--- src/rtl/core/c3s_pkg.sv ---
// ----------------------------------------------------------------------------
// c3s_pkg: shared types and constants of the 3x3 RGB convolution unit
// Field widths, window geometry, kernel fixed-point format and the
// configuration register map.
// ----------------------------------------------------------------------------
package c3s_pkg;

   // pixel and kernel formats
   localparam int PIX_W          = 8;
   localparam int NUM_CHANS      = 3;
   localparam int RGB_W          = PIX_W * NUM_CHANS;
   localparam int COEF_W         = 16;
   localparam int COEF_FRAC_BITS = 8;

   // window geometry
   localparam int NUM_ROWS = 3;
   localparam int NUM_COLS = 3;
   localparam int ROW_TOP  = 0;
   localparam int ROW_MID  = 1;
   localparam int ROW_BOT  = 2;

   // accumulation widths: 8u x 16s product, three per column, three columns
   localparam int PROD_W    = PIX_W + COEF_W;
   localparam int COL_SUM_W = PROD_W + 2;
   localparam int SUM_W     = COL_SUM_W + 2;

   // configuration register widths and reset values
   localparam int CSR_DATA_W   = 48;
   localparam int CSR_INDEX_W  = 3;
   localparam int FRAME_W_W    = 12;
   localparam int FRAME_H_W    = 16;
   localparam int KROW_W       = COEF_W * NUM_COLS;
   localparam logic [FRAME_W_W-1:0] FRAME_W_RESET = 12'd640;
   localparam logic [FRAME_H_W-1:0] FRAME_H_RESET = 16'd480;
   localparam logic [KROW_W-1:0]    KROW_TOP_RESET = 48'h0000_0000_0000;
   localparam logic [KROW_W-1:0]    KROW_MID_RESET = 48'h0000_0100_0000;
   localparam logic [KROW_W-1:0]    KROW_BOT_RESET = 48'h0000_0000_0000;

   // smallest frame dimension and first position with a full window
   localparam int MIN_DIM   = 3;
   localparam int FIRST_OUT = 2;

   // result queue depth (power of two)
   localparam int RSP_DEPTH = 8;

   typedef enum logic [CSR_INDEX_W-1:0] {
      CSR_FRAME_WIDTH  = 3'd0,
      CSR_FRAME_HEIGHT = 3'd1,
      CSR_KROW_TOP     = 3'd2,
      CSR_KROW_MID     = 3'd3,
      CSR_KROW_BOTTOM  = 3'd4
   } csr_index_type;

   // one pixel: blue in the low byte, red in the high byte
   typedef struct packed {
      logic [PIX_W-1:0] red;
      logic [PIX_W-1:0] green;
      logic [PIX_W-1:0] blue;
   } rgb_type;

   // line store entry: pixel two rows up and one row up at the same column
   typedef struct packed {
      rgb_type older;
      rgb_type newer;
   } line_pair_type;

   // one window column, index ROW_TOP .. ROW_BOT
   typedef logic [NUM_ROWS-1:0][RGB_W-1:0]  tap_col_type;
   // one kernel column, index ROW_TOP .. ROW_BOT
   typedef logic [NUM_ROWS-1:0][COEF_W-1:0] coef_col_type;
   // per-channel column sums, channel 0 is blue
   typedef logic [NUM_CHANS-1:0][COL_SUM_W-1:0] chan_sum_type;

   // control carried alongside the arithmetic pipeline
   typedef struct packed {
      logic valid;
      logic last;
   } pipe_ctl_type;

   // one finished result
   typedef struct packed {
      logic [PIX_W-1:0] blue;
      logic [PIX_W-1:0] green;
      logic [PIX_W-1:0] red;
      logic             last;
   } rsp_type;

endpackage

--- src/rtl/core/c3s_tap_cell.sv ---
// ----------------------------------------------------------------------------
// c3s_tap_cell: one column cell of the 3x3 window
// Holds three taps of one window column, hands them to the left neighbour
// on each shift, and forms the per-channel column sum against its kernel
// column over two registered stages.
// ----------------------------------------------------------------------------
module c3s_tap_cell import c3s_pkg::*; (
   input  logic         clock,
   input  logic         reset,
   input  logic         shift_en,
   input  tap_col_type  col_in,
   input  coef_col_type coef,
   output tap_col_type  col_out,
   output chan_sum_type sum_out
);

   function automatic logic signed [PROD_W-1:0] mul_px(input logic [PIX_W-1:0] px,
                                                      input logic [COEF_W-1:0] cf);
      logic signed [PROD_W:0] full;
      full = $signed({1'b0, px}) * $signed(cf);
      return full[PROD_W-1:0];
   endfunction

   tap_col_type             taps_ff;
   logic signed [PROD_W-1:0] prod_in [NUM_ROWS][NUM_CHANS];
   logic signed [PROD_W-1:0] prod_ff [NUM_ROWS][NUM_CHANS];
   chan_sum_type            sum_in;
   chan_sum_type            sum_ff;

   // hold taps, take the right neighbour's column on shift
   always_ff @(posedge clock) begin
      if (reset) begin
         taps_ff <= '0;
      end else if (shift_en) begin
         taps_ff <= col_in;
      end
   end

   // products of every tap and channel with its coefficient
   always_comb begin
      for (int r = 0; r < NUM_ROWS; r++) begin
         for (int ch = 0; ch < NUM_CHANS; ch++) begin
            prod_in[r][ch] = mul_px(taps_ff[r][PIX_W*ch +: PIX_W], coef[r]);
         end
      end
   end

   always_ff @(posedge clock) begin
      prod_ff <= prod_in;
   end

   // column sum per channel
   always_comb begin
      for (int ch = 0; ch < NUM_CHANS; ch++) begin
         sum_in[ch] = COL_SUM_W'(prod_ff[ROW_TOP][ch])
                    + COL_SUM_W'(prod_ff[ROW_MID][ch])
                    + COL_SUM_W'(prod_ff[ROW_BOT][ch]);
      end
   end

   always_ff @(posedge clock) begin
      sum_ff <= sum_in;
   end

   assign col_out = taps_ff;
   assign sum_out = sum_ff;

endmodule

--- config.mk ---
export PLATFORM = sky130hd
export DESIGN_NAME = c3s_tap_cell
export DESIGN_NICKNAME = d
export VERILOG_FILES = /design/src/rtl/core/c3s_pkg.sv /design/src/rtl/core/c3s_tap_cell.sv
export SDC_FILE = /design/constraint.sdc
export NUM_CORES = 2
export LEC_CHECK = 0
export CAP_MARGIN = 10
export CORE_MARGIN = 4
export CORE_UTILIZATION = 45
export DETAILED_ROUTE_END_ITERATION = 7
export DONT_BUFFER_PORTS = 1
export SKIP_CTS_REPAIR_TIMING = 1
export SLEW_MARGIN = 20
export SYNTH_ARGS = -nofsm -noshare
export SYNTH_HDL_FRONTEND = slang
export SYNTH_SLANG_ARGS = --single-unit
--- constraint.sdc ---
create_clock -name clock -period 5.5 [get_ports clock]
set_clock_uncertainty 0.15 [all_clocks]
set_input_delay 0.55 -clock clock [delete_from_list [all_inputs] [get_ports clock]]
set_output_delay 0.55 -clock clock [all_outputs]
set_load 0.05 [all_outputs]
==> Yosys cells after proc, flatten, opt, wreduce, memory -nomap -nowiden <==
Index checks and enable logic that the tools add are counted.
{ "classes": {"mul": 9, "add_sub_neg": 6} }
{ "op_table": {"columns": ["cell", "count"], "rows": [
  ["$mul 9x16->24", 9],
  ["$add 25x24->26", 3],
  ["$add 24x24->25", 3]
]} }
{ "totals": {"elab_cells": 30, "register_bits": 366, "out_inout_bits": 150} }

==> Logic depth before layout (Yosys ltp) <==
{ "logic_depth": {"ltp_word": 2, "ltp_mapped": 21, "ltp_nobuf": 19} }

==> Worst setup path after synthesis <==
No wires, ideal clock.
{ "synth_path": {"path_kind": "reg-to-reg", "from": "register taps_ff, in the netlist col_out[17]", "to": "register prod_ff[164] in the netlist's numbering", "arrival_time_ns": 5.205, "path_stages_with_launch": 20, "t_required_ns": 5.230, "setup_slack_ns": 0.025, "n_path_buf": 2, "cell_sequence": "dfxtp_1 > clkbuf_1 > clkbuf_1 > nand2_1 > fa_1 > inv_1 > fa_1 > fa_1 > inv_1 > fa_1 > inv_1 > ha_1 > o21a_1 > o21a_1 > o21ai_1 > o21ai_1 > a311o_1 > a21o_1 > a21o_1 > xor2_1"} }
{ "synth_lines": {"columns": ["element", "line_no", "source"], "rows": [
  ["start, declared", "c3s_tap_cell.sv:24", "tap_col_type taps_ff;"],
  ["start signal, assigned", "c3s_tap_cell.sv:35", "taps_ff <= col_in;"],
  ["end signal, assigned", "c3s_tap_cell.sv:49", "prod_ff <= prod_in;"],
  ["end, declared", "c3s_tap_cell.sv:26", "logic signed [PROD_W-1:0] prod_ff [NUM_ROWS][NUM_CHANS];"]
]} }

==> impl_metrics.json <==
{
  "outcome": "complete, but fails checks",
  "failed_checks": "negative hold slack",
  "ys_async_sr_fraction_pct": 0,
  "synth_top_area_share_pct": 36.5,
  "initial_core_util_pct": 45.3,
  "synthToLayoutAreaGrowth_pct": 8.80,
  "fp.dieArea_um2": 124000,
  "via_per_inst": 5.04,
  "r2r-end": "prod_ff[166]",
  "vias": 38400,
  "grt_overflow": 0,
  "hold_viol": 3,
  "cts.clk_slew.worst_paths_ns": 0.06,
  "drt_iter0_drc": 2186,
  "grt_usage_pct": 22.4,
  "synth.avg_cell_area_um2": 8.95,
  "finalSetupViolations": 0,
  "stdcell_count": 7619,
  "fin_crit_ns": 5.28,
  "grt_pass1_vias": 40500,
  "synth_cells": 5979,
  "yosysTopAreaCell": "fa_1",
  "timing.slew.headroom_pct": 49.0,
  "worstSetupPathType": "flip-flop to flip-flop",
  "p_per_area_nw_per_um2": 407,
  "vdd_ir_drop_max_mv": 0.427,
  "fin_tns_setup_ns": 0,
  "cts_buffers": 49,
  "antenna_found_initial": 11,
  "io_buffer_count": 0,
  "gp_congestion": 0.889,
  "start_kind": "flip-flop",
  "reg2reg_depth": 16,
  "first_pass_iters": 5,
  "r2r_start": "col_out[19]",
  "finalCritPeriodShare_pct": 95.9,
  "cts-root-buf": "clkbuf_16",
  "dpl.hpwl_um": 110000,
  "synth_cell_types": 65,
  "crit_arrival_ns": 5.67,
  "post-place-cells": 7432,
  "synth_nets": 7572,
  "maxCapViolations": 0,
  "cp_cell_sequence": "nand2_1 > fa_1 > fa_1 > inv_1 > fa_1 > inv_1 > fa_1 > inv_1 > ha_1 > a21oi_1 > o311ai_0 > o21ai_1 > o21ai_1 > a311o_1 > a311oi_1 > xnor2_1",
  "cts_tree": "yes",
  "fp.dieH_um": 353,
  "netlist_area_um2": 53500,
  "worst_path_max_delay_cell": "dfxtp_1",
  "grt_max_degree": 73,
  "worst_pin_slew_ns": 0.759,
  "crit_top_cell": "fa_1",
  "reg2reg_setup_slack_ns": 0.22,
  "drive_gt1_share_pct": 4.01,
  "hold_start": "shift_en",
  "synth_flop_cell": "dfxtp_1",
  "hold_class": "input port to flip-flop",
  "hold_ws_ns": -0.00176,
  "synth_area_leaders": "fa_1 (36%), dfxtp_1 (14%), ha_1 (12%)",
  "clkLatencyLatePin_ns": 0.65,
  "nNetsFinal": 7634,
  "min_to": "col_out[9]",
  "critPathRequiredTime_ns": 5.90,
  "cts.sinks": 366,
  "ios": 273,
  "ant_nets": 0,
  "ys_seq_elements": 366,
  "cp.buffers_inverters": 3,
  "drc_errors": 0,
  "cts_max_level": 2,
  "synth_edf_count": 0,
  "core_area_um2": 118000,
  "wl_um": 138000,
  "drv_slew": 0,
  "yosys_warnings": 0,
  "worstSetupEndpointType": "flip-flop",
  "min_path_cells": 2,
  "rsz0062_at_grt": "no",
  "num_rows": 126,
  "grt_pass1_wl_um": 222000,
  "path_max_fanout": 11,
  "cts_buffer_depth": 3,
  "p_leak_nw": 30.9,
  "ys_seq_area_share_pct": 13.7,
  "die-width_um": 353,
  "max_stage_delay_ns": 0.62,
  "max_freq_mhz": 190,
  "cp_top_family": "adder cells",
  "routedWlPerCell_um": 18.1
}
through the flow:
| stage | area (um^2) | total power (W) | utilization [%] | worst slack, ns |
|---|---|---|---|---|
| floorplan | 53500 | 0.0160 | - | 0.0250 |
| global placement | 55600 | 0.0203 | 47.1 | 0.205 |
| detailed placement | 55600 | 0.0203 | 47.1 | 0.178 |
| CTS | 57200 | 0.0238 | 48.4 | 0.182 |
| global route | 58200 | 0.0258 | 49.3 | 0.00193 |
| finish | 58200 | 0.0237 | 49.3 | 0.223 |
registers in the layout, indices dropped and copies added, names as in the netlist:
name,cells
prod_ff,216
sum_out,78
col_out,72
cells by family after synthesis:
kind of cell	count (synthesis)	share of synthesized area, %
simple gates	1600	14.3
flops	366	13.7
fa+ha+maj	1470	48.1
compound gates	556	6.65
buf+inv	1649	11.6
xor+xnor	265	4.34
mux	73	1.37
metal layers:
metal	up-vias	GRT usage (%)	share of wire, %
met5	-	0	0.031
met4	6	4.83	2.0
met3	153	3.44	6.1
met2	913	38.1	48
met1	19400	30.5	44
li1	17900	-	-
final cells by class:
type	instances	area [um^2]
clock inverter	27	246
tap	1536	1920
sequential	366	7340
antenna	3	7.51
fill	11100	59900
multi-input combinational	3964	40000
clock buffer	63	1360
inverter	1436	5390
timing repair buffer	224	1930
cell usage after synthesis, types with 7 or more instances:
| library cell | instances |
|---|---|
| xnor2_1 | 190 |
| a31oi_1 | 18 |
| o21ai_1 | 7 |
| fa_1 | 975 |
| mux2i_1 | 73 |
| nor3_1 | 23 |
| nor2b_1 | 21 |
| dfxtp_1 | 366 |
| and3_1 | 11 |
| nand4_1 | 15 |
| a21o_1 | 101 |
| a211oi_1 | 20 |
| nor2_1 | 187 |
| inv_1 | 1436 |
| clkbuf_1 | 211 |
| xor2_1 | 75 |
| nand2b_1 | 31 |
| o21ai_0 | 98 |
| nand3_1 | 27 |
| and2_1 | 524 |
| a21oi_1 | 180 |
| o21a_1 | 36 |
| ha_1 | 495 |
| o21bai_1 | 28 |
| nand2_1 | 735 |
report_power, final:
part,leakage [nW],total (W),switching (W),internal [W]
Combinational,27.1,0.0146,0.00859,0.00598
Clock,0.769,0.00323,0.00140,0.00182
Sequential,3.07,0.00587,0.00199,0.00388
Total,30.9,0.0237,0.0120,0.0117
layout by cell type, fill, tap and decap left out, types with 73 or more instances in the layout:
master,netlist,final
nor2_1,187,187
dlygate4sd3_1,0,93
ha_1,495,495
o21ai_0,98,98
buf_4,0,130
xor2_1,75,75
a21o_1,101,101
a21oi_1,180,180
xnor2_1,190,190
fa_1,975,975
mux2i_1,73,73
dfxtp_1,366,353
and2_1,524,524
inv_1,1436,1436
nand2_1,735,735
worst max-delay path by stage:
stage	start	endpoint	slack [ns]	cells past startpoint
floorplan	col_out[17]	prod_ff[164]	0.03	19
detailed placement	col_out[64]	prod_ff[22]	0.18	16
global route	col_out[17]	prod_ff[164]	0.002	17
finish	col_out[19]	prod_ff[166]	0.22	16
global placement	col_out[66]	prod_ff[18]	0.20	19
CTS	col_out[64]	prod_ff[22]	0.18	18
Note: power is estimated with default switching activity, not from simulation.
