==> src/rtl/core/c3s_pkg.sv <==
// ----------------------------------------------------------------------------
// c3s_pkg: shared types and constants of the 3x3 RGB convolution unit
// Field widths, window geometry, kernel fixed-point format and the
// configuration register map.
// ----------------------------------------------------------------------------
package c3s_pkg;

   // pixel and kernel formats
   localparam int PIX_W          = 8;
   localparam int NUM_CHANS      = 3;
   localparam int RGB_W          = PIX_W * NUM_CHANS;
   localparam int COEF_W         = 16;
   localparam int COEF_FRAC_BITS = 8;

   // window geometry
   localparam int NUM_ROWS = 3;
   localparam int NUM_COLS = 3;
   localparam int ROW_TOP  = 0;
   localparam int ROW_MID  = 1;
   localparam int ROW_BOT  = 2;

   // accumulation widths: 8u x 16s product, three per column, three columns
   localparam int PROD_W    = PIX_W + COEF_W;
   localparam int COL_SUM_W = PROD_W + 2;
   localparam int SUM_W     = COL_SUM_W + 2;

   // configuration register widths and reset values
   localparam int CSR_DATA_W   = 48;
   localparam int CSR_INDEX_W  = 3;
   localparam int FRAME_W_W    = 12;
   localparam int FRAME_H_W    = 16;
   localparam int KROW_W       = COEF_W * NUM_COLS;
   localparam logic [FRAME_W_W-1:0] FRAME_W_RESET = 12'd640;
   localparam logic [FRAME_H_W-1:0] FRAME_H_RESET = 16'd480;
   localparam logic [KROW_W-1:0]    KROW_TOP_RESET = 48'h0000_0000_0000;
   localparam logic [KROW_W-1:0]    KROW_MID_RESET = 48'h0000_0100_0000;
   localparam logic [KROW_W-1:0]    KROW_BOT_RESET = 48'h0000_0000_0000;

   // smallest frame dimension and first position with a full window
   localparam int MIN_DIM   = 3;
   localparam int FIRST_OUT = 2;

   // result queue depth (power of two)
   localparam int RSP_DEPTH = 8;

   typedef enum logic [CSR_INDEX_W-1:0] {
      CSR_FRAME_WIDTH  = 3'd0,
      CSR_FRAME_HEIGHT = 3'd1,
      CSR_KROW_TOP     = 3'd2,
      CSR_KROW_MID     = 3'd3,
      CSR_KROW_BOTTOM  = 3'd4
   } csr_index_type;

   // one pixel: blue in the low byte, red in the high byte
   typedef struct packed {
      logic [PIX_W-1:0] red;
      logic [PIX_W-1:0] green;
      logic [PIX_W-1:0] blue;
   } rgb_type;

   // line store entry: pixel two rows up and one row up at the same column
   typedef struct packed {
      rgb_type older;
      rgb_type newer;
   } line_pair_type;

   // one window column, index ROW_TOP .. ROW_BOT
   typedef logic [NUM_ROWS-1:0][RGB_W-1:0]  tap_col_type;
   // one kernel column, index ROW_TOP .. ROW_BOT
   typedef logic [NUM_ROWS-1:0][COEF_W-1:0] coef_col_type;
   // per-channel column sums, channel 0 is blue
   typedef logic [NUM_CHANS-1:0][COL_SUM_W-1:0] chan_sum_type;

   // control carried alongside the arithmetic pipeline
   typedef struct packed {
      logic valid;
      logic last;
   } pipe_ctl_type;

   // one finished result
   typedef struct packed {
      logic [PIX_W-1:0] blue;
      logic [PIX_W-1:0] green;
      logic [PIX_W-1:0] red;
      logic             last;
   } rsp_type;

endpackage

==> src/rtl/core/c3s_rsp_fifo.sv <==
// ----------------------------------------------------------------------------
// c3s_rsp_fifo: result queue with slot reservation
// Results are reserved when their pixel is taken in and written once the
// arithmetic pipeline delivers them; the input side is throttled so that a
// reserved result always finds a free entry.
// ----------------------------------------------------------------------------
module c3s_rsp_fifo import c3s_pkg::*; #(
   parameter int DEPTH = 8
) (
   input  logic    clock,
   input  logic    reset,
   input  logic    reserve,
   input  logic    push,
   input  rsp_type push_data,
   output logic    pop_valid,
   input  logic    pop_ready,
   output rsp_type pop_data,
   output logic    slot_free
);

   localparam int PTR_W = $clog2(DEPTH);
   localparam int CNT_W = $clog2(DEPTH + 1);

   rsp_type            mem_ff [DEPTH];
   logic [PTR_W-1:0]   wr_ptr_ff;
   logic [PTR_W-1:0]   rd_ptr_ff;
   logic [CNT_W-1:0]   count_ff;
   logic [CNT_W-1:0]   count_in;
   logic [CNT_W-1:0]   occ_ff;
   logic [CNT_W-1:0]   occ_in;
   logic               pop;

   assign pop = pop_valid && pop_ready;

   // storage
   always_ff @(posedge clock) begin
      if (push) begin
         mem_ff[wr_ptr_ff] <= push_data;
      end
   end

   // stored entry count
   always_comb begin
      unique case ({push, pop})
         2'b10:   count_in = count_ff + CNT_W'(1);
         2'b01:   count_in = count_ff - CNT_W'(1);
         default: count_in = count_ff;
      endcase
   end

   // reserved plus stored entries
   always_comb begin
      unique case ({reserve, pop})
         2'b10:   occ_in = occ_ff + CNT_W'(1);
         2'b01:   occ_in = occ_ff - CNT_W'(1);
         default: occ_in = occ_ff;
      endcase
   end

   // advance pointers and counts
   always_ff @(posedge clock) begin
      if (reset) begin
         wr_ptr_ff <= '0;
         rd_ptr_ff <= '0;
         count_ff  <= '0;
         occ_ff    <= '0;
      end else begin
         if (push) begin
            wr_ptr_ff <= wr_ptr_ff + PTR_W'(1);
         end
         if (pop) begin
            rd_ptr_ff <= rd_ptr_ff + PTR_W'(1);
         end
         count_ff <= count_in;
         occ_ff   <= occ_in;
      end
   end

   assign pop_valid = (count_ff != '0);
   assign pop_data  = mem_ff[rd_ptr_ff];
   assign slot_free = (occ_ff < CNT_W'(DEPTH));

endmodule

==> config.mk <==
export PLATFORM = sky130hd
export DESIGN_NAME = c3s_rsp_fifo
export DESIGN_NICKNAME = d
export VERILOG_FILES = /design/src/rtl/core/c3s_pkg.sv /design/src/rtl/core/c3s_rsp_fifo.sv
export SDC_FILE = /design/constraint.sdc
export NUM_CORES = 1
export LEC_CHECK = 0
export ABC_AREA = 1
export ABC_CLOCK_PERIOD_IN_PS = 2460
export BUFFER_PORTS_ARGS = -buffer_cell sky130_fd_sc_hd__buf_4
export CORE_MARGIN = 2
export CORE_UTILIZATION = 30
export CTS_CLUSTER_DIAMETER = 200
export DETAILED_ROUTE_END_ITERATION = 8
export SLEW_MARGIN = 20
export SYNTH_ARGS = -nofsm -noshare
export SYNTH_HDL_FRONTEND = slang
export SYNTH_SLANG_ARGS = --single-unit
==> constraint.sdc <==
create_clock -name clock -period 2.46 [get_ports clock]
set_input_delay 0 -clock clock [delete_from_list [all_inputs] [get_ports clock]]
set_output_delay 0 -clock clock [all_outputs]
set_load 0.005 [all_outputs]
# Word level (Yosys, flattened, before mapping)
# Memories as Yosys holds them, arrays and structs flattened. A register that Yosys moved wholly into a read port is not among the register bits.
# Cells that the tools add are included.
# classes
addsub	6
multipliers	0
div_mod_pow	0
n_lt_le_gt_ge	1
n_eq_ne	4
shift	0
n_mux	6
bitwise_logic	0
n_reduce_logical	4
# op_table
operator	n
$pmux W4 S2	2
$add A4 B1 Y4 const B	2
$sub A4 B1 Y4 const B	2
$add A3 B1 Y3 const B	2
$mux W3	2
$eq A2 B1 Y1 const B	2
$eq A2 B2 Y1 const B	2
$lt A4 B4 Y1 const B	1
$reduce_bool A2 Y1	2
$reduce_bool A4 Y1	1
$mux W1	2
$logic_and A1 B1 Y1	1
# totals
regBits	14
latch_bits	0
ram_bits	200
rom_bits	0
inputBits	30
mem_count	1
# mem_list
memory	words	word_bits	rd	rd_ports_with_merged_regs	write_ports	line	rtl
mem_ff	8	25	1	1	1	c3s_rsp_fifo.sv:24	rsp_type mem_ff [DEPTH];

# Logic depth before layout (Yosys ltp)
# Gate-level depths: netlist (run 1).
# logic_depth
depth_word	4
mapped_depth	14

# Worst setup path before layout (run 1)
# OpenSTA, ideal clock, no wires.
# synth_timing
path_kind	flip-flop to flip-flop
from	register wr_ptr_ff[0]
to	memory mem_ff[0][0] (netlist name) (enable)
setup_ns	0.407
arrival_ns	1.724
required_ns	2.053
slack_ns	0.329
path_stages_with_launch	3
path_buffers	0
synth_period_minus_slack_ns	2.131
path_cell_list	dfxtp_1 -> or2_2 -> nor2_1
# synth_rtl
item	line	rtl
start: declaration	c3s_rsp_fifo.sv:25	logic [PTR_W-1:0] wr_ptr_ff;
start signal: assignment	c3s_rsp_fifo.sv:69	wr_ptr_ff <= wr_ptr_ff + PTR_W'(1);
end: declaration	c3s_rsp_fifo.sv:24	
# No word-level cell before the write port.

==> results.md, run 1 <==
- Outcome: finished clean
- Lkg Pwr: 3.71 nW
- Crit start category: flip-flop
- Max-slew violations: 0
- DRT iter0 DRCs: 322
- Yosys warning total: 0
- Top cells by area, synth: edfxtp_1 69%, o21ai_0 5.4%, nor2_1 5.3%
- Final Wtd Congestion: 0.751
- RSZ-0062 raised after global routing: false
- Total chip power: a little under 0.01 W
- Die height: 174 µm
- Worst-skew pair later-pin latency: 0.49 ns
- DR vias/cell: 4.52
- R2R Path End: occ_ff[2]
- Mean Syn Cell Area: 12.6 µm²
- Fmax: 0.487 GHz
- Dpl ws: 0.452 ns
- Residual DRC: 0
- Slew of the pin with the lowest slew margin: 0.611 ns
- Vias in the first global route: 5,146
- Power Density: 932 nW/µm²
- Initial antenna violation count: 0
- IO Pins: 57
- Worst Clk Skew: 0.00545 ns
- Post-synthesis cell count: 690
- Slew HR: 59.2%
- Hold path start: reserve
- Initial core utilization: a little over 30%
- Clock Pin Slew Worst Setup and Hold Paths: 0.06 ns
- CTS tree: built
- Design area: ~10,000 µm²
- Share of layout cells above drive strength 1: 13.9%
- Area leader, netlist: edfxtp_1
- Synth Net Count: around 730
- Worst flop-to-flop path startpoint: count_ff[0]
- Final WL: 17,700 µm
- Antenna Violating Nets Remaining: 0
- Critical Path AT: 2.05 ns
- Worst vdd ir: 0.000594 V
- Post-CTS Resized: 0
- Clock Tree Root: clkbuf_16
- Worst Path Required: 2.46 ns
- Largest net degree at the start of global routing: 101
- DP Wirelength: ~9300 µm
- CP Class: flip-flop to primary output
- CTS Buffer Depth: 3
- Final worst path period need: ~2 ns
- Nets@finish: 816
- Die area: 30,400 µm²
- Number of inserted diodes: 0
- Vias post-DR: between 5,000 and 6,000
- Post-CTS Setup Inserts: 0
- Post-synthesis sequential area ratio: between 70 and 80%
- First-pass GRT wire length: roughly 28,000 µm
- Final hold vios: 0
- R2R depth: 13
- Chip Width: 174 µm
- Core area: 28,600 µm²
- Hold buffer count at CTS: 29
- Drt wl/cell: about 15 µm
- Hold Path Class: primary input to flip-flop
- Cell variety after synth: 24
- Count of clock tree sinks: 217
- Post-Syn Area: 8710 µm²
- Synth top area share: 68.9%
- Register bit total from synthesis: 217
- Setup TNS: 0 ns
- H-tree levels: 1
- Final setup margin: 0.406 ns
- Maxcap violations: 0
- Area grow syn2layout: 20.2%
- PortBufs: 56
- R2R setup slack: roughly 0.45 ns
- Util after Layout: 36.6%
- CTS Buf Count: 23
- Hold path cells: 5
- DRT Pass-1 Iters: 4
- Post-DP Area: between 9000 and 10,000 µm²
- # rows: 62
- Final worst path period share: between 80 and 90%
- Global route total overflow: 0
- Destination of the worst hold path: occ_ff[2]
- CP endpoint kind: primary output
- Worst-path fanout max: 19
- Total GRT Usage: 11.5%
- Final setup fails: 0
-- per-stage QoR --
| stage | instances | hold WS (ns) |
|---|---|---|
| 2_1_floorplan | 690 | 0.0691 |
| 3_3_place_gp | 1108 | 0.224 |
| 3_5_place_dp | 1108 | 0.224 |
| 4_1_cts | 1177 | 0.0658 |
| 5_1_grt | 1177 | 0.126 |
| 6_report | 1177 | 0.0773 |
-- registers in the layout, indices dropped and copies added (netlist names), named ones only --
name       cells
count_ff       4
mem_ff       200
occ_ff         4
rd_ptr_ff      3
wr_ptr_ff      3
-- logic make-up after synthesis --
family	count (synthesis)	share of synthesized area (%)
xor gates and xnor gates	4	0.402
DFF	217	72.8
and+or+nand+nor	226	9.88
muxes	25	2.87
adders and majority gates	8	1.15
AOI/OAI and AO/OA	152	9.09
buffers and inverters	58	3.79
-- per-layer routing --
| layer | track usage [%] | up-vias | wire [µm] |
|---|---|---|---|
| met5 | 0 | - | 0 |
| met4 | 2.31 | 0 | 213 |
| met2 | 19.6 | 92 | 8450 |
| li1 | - | 2632 | - |
| met3 | 2.01 | 18 | 908 |
| met1 | 15.5 | 2582 | 8090 |
-- critical path, cell delays in order (launching register included) --
cell and delay, ns:
dfxtp_4 0.35, inv_2 0.32, buf_4 0.30, nor2_1 0.05, o21ai_0 0.17, nand2_1 0.07, nand2_1 0.15, buf_4 0.14
-- layout make-up --
cell class	count	area (µm²)
Clock inverter	11	57.6
Sequential cell	217	6350
Clock buffer	29	598
Fill cell	2755	18100
Multi-Input combinational cell	415	2060
Inverter	23	86.3
Tap cell	384	480
Timing Repair Buffer	98	846
-- worst max-delay path by stage --
stage	startpoint	endpoint
floorplan	wr_ptr_ff[0]	mem_ff[0][0]
global placement	count_ff[0]	occ_ff[2]
detailed placement	count_ff[0]	occ_ff[2]
CTS	flip-flop	pop_data[13]
global route	count_ff[0]	count_ff[2]
finish	flip-flop	pop_data[13]
-- where the power goes --
group	switching, W	leakage [nW]	internal, W
Combinational	0.00145	1.43	0.00101
Sequential	0.0000924	1.96	0.00420
Clock	0.00130	0.322	0.00172
Total	0.00284	3.71	0.00693
-- synth_stat cells --
cell type / count
edfxtp_1: 200
nor2_1: 122
nand2_1: 97
o21ai_0: 94
mux2i_1: 25
o22ai_1: 25
inv_1: 22
o21ai_1: 19
dfxtp_1: 17
a21oi_1: 14
buf_2: 14
buf_6: 10
ha_1: 8
clkbuf_2: 5
nand3_1: 5
xnor2_1: 3
buf_1: 2
clkbuf_1: 2
buf_4: 1
clkbuf_8: 1
inv_2: 1
nand3b_1: 1
or2_2: 1
xor2_1: 1
-- cells in the final DEF (no fill, tap or decap), drive strengths merged, types with 3 or more instances in the layout --
cell type / count
inv: 25
buf: 69
dfxtp: 17
a21oi: 14
dlygate4sd3: 29
o22ai: 25
o21ai: 113
nor2: 122
xnor2: 3
clkbuf: 29
ha: 8
edfxtp: 200
mux2i: 25
nand3: 5
nand2: 97
clkinv: 9
No activity file was read; power rests on OpenSTA's default activity.
==> run 2, diff against run 1 <==
Settings changed: ABC_CLOCK_PERIOD_IN_PS 2460 to 2100.
Clock period 2.46 ns to 2.1 ns, I/O delays scaled along.
==> run 2 against run 1 <==
First-iteration DRC count is 23% lower. Routed wire length up 0.44%. Combinational power rose by 19%. Cell count is 0.17% higher. Setup slack worse by 0.24 ns. Power increased by 18%. Sequential share of layout area fell by 0.68 points. Hold slack improved by 0.066 ns. Sequential power increased by 18%. Clock power up 17%. Register-to-register slack lost 0.22 ns. Critical endpoint is now pop_data[2]. Largest power group unchanged.
==> results.md, run 2 (synthesis results as in run 1) <==
- Chip Width: 174 µm (unchanged)
- H-tree levels: 1 (unchanged)
- Vias post-DR: 5,359 (+0.66%)
- IO Pins: 57 (unchanged)
- Final hold vios: 0 (unchanged)
- Largest registers: mem_ff: 200 flops, count_ff: 4 flops, occ_ff: 4 flops
- Initial core utilization: 30.4% (unchanged)
- Die height: 174 µm (unchanged)
- Power Density: 1090 nW/µm² (+17%)
- Critical Path AT: 1.94 ns (-0.11 ns)
- CP Class: flip-flop to primary output
- Dpl ws: 0.115 ns (-0.337 ns)
- Largest net degree at the start of global routing: 61 (-40%)
- Post-CTS Setup Inserts: 0 (unchanged)
- Max reg flops: 200 (unchanged)
- DP Wirelength: 9800 µm (+6.0%)
- Util after Layout: 37.0% (+0.43 points)
- Worst-skew pair later-pin latency: 0.49 ns (about the same)
- Vias in the first global route: 5,252 (+2.1%)
- Maxcap violations: 0 (unchanged)
- CTS Buf Count: 23 (unchanged)
- CTS Buffer Depth: 3 (unchanged)
- CP endpoint kind: primary output
- Switch Pwr: 0.00333 W (+17%)
- Die area: 30,400 µm² (unchanged)
- DRT iter0 DRCs: 247 (-23%)
- Max-slew violations: 0 (unchanged)
- Final setup margin: 0.162 ns (-0.243 ns)
- Fmax: between 0.5 and 0.6 GHz
- Core area: 28,600 µm² (unchanged)
- Slew HR: 57.0% (-2.2 points)
- Power share of the sequential group: 44.0% (about the same)
- DRT Pass-1 Iters: 4 (unchanged)
- # rows: 62 (unchanged)
- Total GRT Usage: 11.7% (+0.16 points)
- Final setup fails: 0 (unchanged)
- Clock Pin Slew Worst Setup and Hold Paths: 0.06 ns (about the same)
- Crit start category: flip-flop
- Worst vdd ir: 0.000576 V (-3.0%)
- Hold path start: reserve
- Residual DRC: 0 (unchanged)
- Clock Tree Root: clkbuf_16
- Nets@finish: 820 (+0.49%)
- Outcome: finished clean
- Final worst path period need: 1.94 ns
- Final worst path period share: 92.3%
- Worst flop-to-flop path startpoint: count_ff[0]
- First-pass GRT wire length: 28,100 µm (+0.37%)
- Gate power share: 25.4% (+0.2 points)
- Worst-path fanout max: 32 (+13)
- Biggest register: mem_ff
- Final Wtd Congestion: 0.762 (+1.5%)
- DR vias/cell: 4.55 (+0.49%)
- Initial antenna violation count: 0 (unchanged)
- Final WL: 17,700 µm (+0.44%)
- Clock power share: 30.6% (-0.3 points)
- Switching Fraction: 28.9% (-0.16 points)
- Count of clock tree sinks: 217 (unchanged)
- Most frequent cells in the layout: 200 x edfxtp_1, 114 x nor2_1, 97 x nand2_1, 94 x o21ai_0, 62 x buf_4
- RSZ-0062 raised after global routing: false
- Area grow syn2layout: 21.6%
- Cell Int Power: 0.00819 W (+18%)
- Antenna Violating Nets Remaining: 0 (unchanged)
- Share of layout cells above drive strength 1: 14.7% (+0.85 points)
- PortBufs: 56 (unchanged)
- CTS tree: built
- Number of inserted diodes: 0 (unchanged)
- Lkg Pwr: 3.74 nW (+0.91%)
- Worst Path Required: 2.10 ns (-0.36 ns)
- Hold Path Class: primary input to flip-flop
- Slew of the pin with the lowest slew margin: 0.643 ns (+0.0326 ns)
- Worst Clk Skew: 0.00451 ns (-0.000939 ns)
- Fillers: 2,725 (-1.1%)
- Drt wl/cell: 15.0 µm (+0.27%)
- Global route total overflow: 0 (unchanged)
- Commonest non-fill, non-tap cell in the layout: edfxtp_1
==> run 2: timing repair <==
item                                   in CTS  in global routing
endpoints found under the hold margin     216                  0
setup endpoints to repair                   0                 13
gates resized for setup                     0                  8
hold buffers                               29                  0
==> run 2: final timing paths <==
check,to,slack [ns],cells after the start
min,occ_ff[2],0.14,5
max reg2reg,count_ff[2],0.23,13
max,pop_data[2],0.16,7
min reg2reg,rd_ptr_ff[2],0.49,2
==> run 2: power by group through the flow <==
stage               Sequential (W)  Combinational [W]  Clock, W
finish                     0.00507            0.00292   0.00353
CTS                        0.00507            0.00296   0.00362
global placement           0.00515            0.00286         0
floorplan                  0.00508            0.00197         0
global route               0.00510            0.00335   0.00378
detailed placement         0.00516            0.00290         0
==> run 2: cell type report <==
type,instances,area (µm²),share of cell area (%)
Timing Repair Buffer,102,958,9.04
Clock buffer,31,606,5.71
Multi-Input combinational cell,415,2070,19.6
Tap cell,384,480,4.53
Clock inverter,7,40.0,0.378
Sequential cell,217,6350,59.9
Inverter,23,88.8,0.838
==> run 2: layer usage <==
metal | track usage (%) | vias to the layer above | wire (µm)
li1 | - | 2642 | -
met1 | 15.1 | 2601 | 7870
met2 | 20.1 | 96 | 8630
met3 | 2.32 | 20 | 957
met4 | 3.08 | 0 | 290
met5 | 0 | - | 0
==> run 2: critical path, cell delays in order (launching register included) <==
cell	delay, ns
dfxtp_4	0.36
inv_2	0.30
buf_12	0.24
nor2_1	0.05
o22ai_1	0.16
nand2_1	0.06
nand2_1	0.13
buf_4	0.13
==> run 2: stage by stage <==
stage,TNS (ns),std cells,instance area (µm²),power [W],hold WS [ns]
after floorplan,-3.12,690,8710,0.00706,0.0691
after global placement,0,1112,9640,0.00801,0.222
after detailed placement,0,1112,9640,0.00806,0.220
after CTS,0,1179,10600,0.0117,0.0625
after global routing,0,1179,10600,0.0122,0.193
final,0,1179,10600,0.0115,0.143
==> run 3, diff against run 2 <==
Settings changed: CORE_ASPECT_RATIO set to 0.8, PLACE_DENSITY set to 0.53.
==> run 3 against run 2 <==
Via count rose by 0.47%. Utilization rose by 0.74 points. Global-route usage rose by 0.71 points. Cell area rose by 1.3%. Non-clock buffer count rose by 1. Combinational power rose by 3%. Largest cell class unchanged. First-iteration DRC count rose by 14%. Clock skew rose by 0.0042 ns. Maximum frequency rose by 0.98%.
==> results.md, run 3 (synthesis results as in run 1) <==
- Outcome: finished clean
- CP peak stage delay: 0.43 ns (+0.07 ns)
- Critical Path Stages: 8 (+1)
- Hold_ws: 0.136 ns (-0.00761 ns)
- Total chip power: 0.0121 W (+4.6%)
- CP endpoint kind: primary output
- Die height: 156 µm (-10%)
- Area grow syn2layout: 23.2%
- Count of clock tree sinks: 217 (unchanged)
- Maxcap violations: 0 (unchanged)
- CTS Buf Count: 24 (+4.3%)
- Hold path start: reserve
- Final setup fails: 0 (unchanged)
- CP Class: flip-flop to primary output
- Critical Path AT: 1.92 ns (-0.02 ns)
- GR Util met2: 21.4% (+1.3 points)
- Total GRT Usage: 12.4% (+0.71 points)
- Vias post-DR: 5,384 (+0.47%)
- Worst-skew pair later-pin latency: 0.51 ns (+0.02 ns)
- Largest registers: mem_ff: 200 flops, count_ff: 4 flops, occ_ff: 4 flops
- Initial core utilization: 30.7% (+0.22 points)
- Max-slew violations: 0 (unchanged)
- # rows: 55 (-11%)
- CTS tree: built
- GR met3 Demand/Resource: 1.96% (-0.36 points)
- Worst flop-to-flop path startpoint: count_ff[0]
- Critical Path Slowest Stage Cell: dfxtp_4
- Worst-path fanout max: 50 (+56%)
- Final worst path period need: 1.92 ns (-0.0189 ns)
- Die area: 30,400 µm² (about the same)
- Chip Width: 195 µm (+12%)
- Dpl cells: 1,097 (-1.3%)
- Util after Layout: 37.8% (+0.74 points)
- Crit start category: flip-flop
- Core area: 28,400 µm² (-0.71%)
- Global route total overflow: 0 (unchanged)
- Largest net degree at the start of global routing: 61 (unchanged)
- Max reg flops: 200 (unchanged)
- R2R depth: 13 (unchanged)
- Nets@finish: 822 (+0.24%)
- Worst Path Required: 2.10 ns (about the same)
- Final WL: 18,800 µm (+6.1%)
- DRT Pass-1 Iters: 5 (+1)
- Worst vdd ir: 0.000543 V (-5.6%)
- Fmax: 0.521 GHz (+0.98%)
- Buffers and inverters on the worst path: 2 (-1)
- CTS Buffer Depth: 3 (unchanged)
- Final Wtd Congestion: 0.729 (-4.4%)
- Share of layout cells above drive strength 1: 15.1% (+0.39 points)
- Slew HR: 57.2% (+0.16 points)
- Slew of the pin with the lowest slew margin: 0.641 ns (-0.00235 ns)
- Fillers: 2,732 (+0.26%)
- Most frequent cells in the layout: 200 x edfxtp_1, 114 x nor2_1, 97 x nand2_1, 94 x o21ai_0, 62 x buf_4
- DRT iter0 DRCs: 281 (+14%)
- First-pass GRT wire length: 29,300 µm (+4.5%)
- Non-filler cells, final: 1,172 (-0.59%)
- Final hold vios: 0 (unchanged)
- Residual DRC: 0 (unchanged)
- CP top delay family: flip-flops
- Drt wl/cell: 16.1 µm (+6.7%)
- Busiest grt layer: met2
- H-tree levels: 1 (unchanged)
- Hold Path Class: primary input to flip-flop
- Antenna Violating Nets Remaining: 0 (unchanged)
- Final setup margin: 0.181 ns (+0.0189 ns)
- DP Wirelength: 10,100 µm (+2.8%)
- RSZ-0062 raised after global routing: true
- Final worst path period share: 91.4% (-0.90 points)
- Commonest non-fill, non-tap cell in the layout: edfxtp_1
- Lkg Pwr: 3.81 nW (+1.8%)
- Clock Tree Root: clkbuf_16
- Biggest register: mem_ff
- GRT met1 Usage: 16.3% (+1.3 points)
- DR vias/cell: 4.59 (+1.1%)
- Vias in the first global route: 5,272 (+0.38%)
- Dpl ws: 0.194 ns (+0.0786 ns)
- Power Density: 1120 nW/µm² (+3.3%)
- PortBufs: 56 (unchanged)
- Hold path cells: 5 (unchanged)
- Clock Pin Slew Worst Setup and Hold Paths: 0.06 ns (about the same)
- CP cell instances: buf_16 -> nor2_1 -> nor2_1 -> o21ai_0 -> o21ai_1 -> nand2_1 -> nand2_1 -> buf_4
- IO Pins: 57 (unchanged)
- Worst Clk Skew: 0.00872 ns (+0.00421 ns)
- Initial antenna violation count: 1 (+1)
run 3: cell types whose count changed in the layout (fill, tap and decap cells not counted), sizes merged:
cell      previous run  this run
buf                 73        74
clkbuf              31        27
diode                0         1
clkinv               7        13
bufinv               0         2
clkinvlp             0         1
run 3: area by class of cell:
cell class                 instances  area [µm²]  share of cell area, %
clock inverter                    16         123                   1.14
sequential                       217        6350                   59.2
clock buffer                      27         633                   5.90
timing repair buffer             103         995                   9.27
antenna                            1        2.50                 0.0233
tap                              370         463                   4.31
multi-input combinational        415        2080                   19.4
inverter                          23        86.3                  0.804
run 3: tightest hold or removal path, cell delays in order:
cell     delay [ns]
buf_4          0.10
inv_1          0.13
ha_1           0.24
o21ai_0        0.11
inv_1          0.04
run 3: per-layer routing:
metal  up-vias  share of wire, %
li1       2657                 -
met1      2618                47
met2        80                47
met3        29               3.1
met4         0               2.0
met5         -                 0
run 3: stage by stage:
step / instance area (µm²) / setup TNS, ns
finish: 10700 / 0
detailed placement: 9650 / 0
global route: 10700 / -0.0320
global placement: 9650 / 0
floorplan: 8710 / -3.12
CTS: 10700 / 0
run 3: path summary, 6_finish.rpt:
kind | to | slack (ns)
max | pop_data[14] | 0.18
min reg2reg | rd_ptr_ff[2] | 0.47
min | occ_ff[2] | 0.14
max reg2reg | count_ff[2] | 0.19
run 3: report_power, final:
part | total, W | switching [W] | internal, W
clock network | 0.00400 | 0.00161 | 0.00239
registers | 0.00505 | 0.000133 | 0.00492
logic | 0.00300 | 0.00173 | 0.00128
run 3: repair_timing:
action | in CTS | in global routing
hold endpoints to repair | 216 | 0
setup buffers | 0 | 2
resized for setup | 1 | 3
endpoints found under the setup margin | 2 | 9
hold buffers | 29 | 0
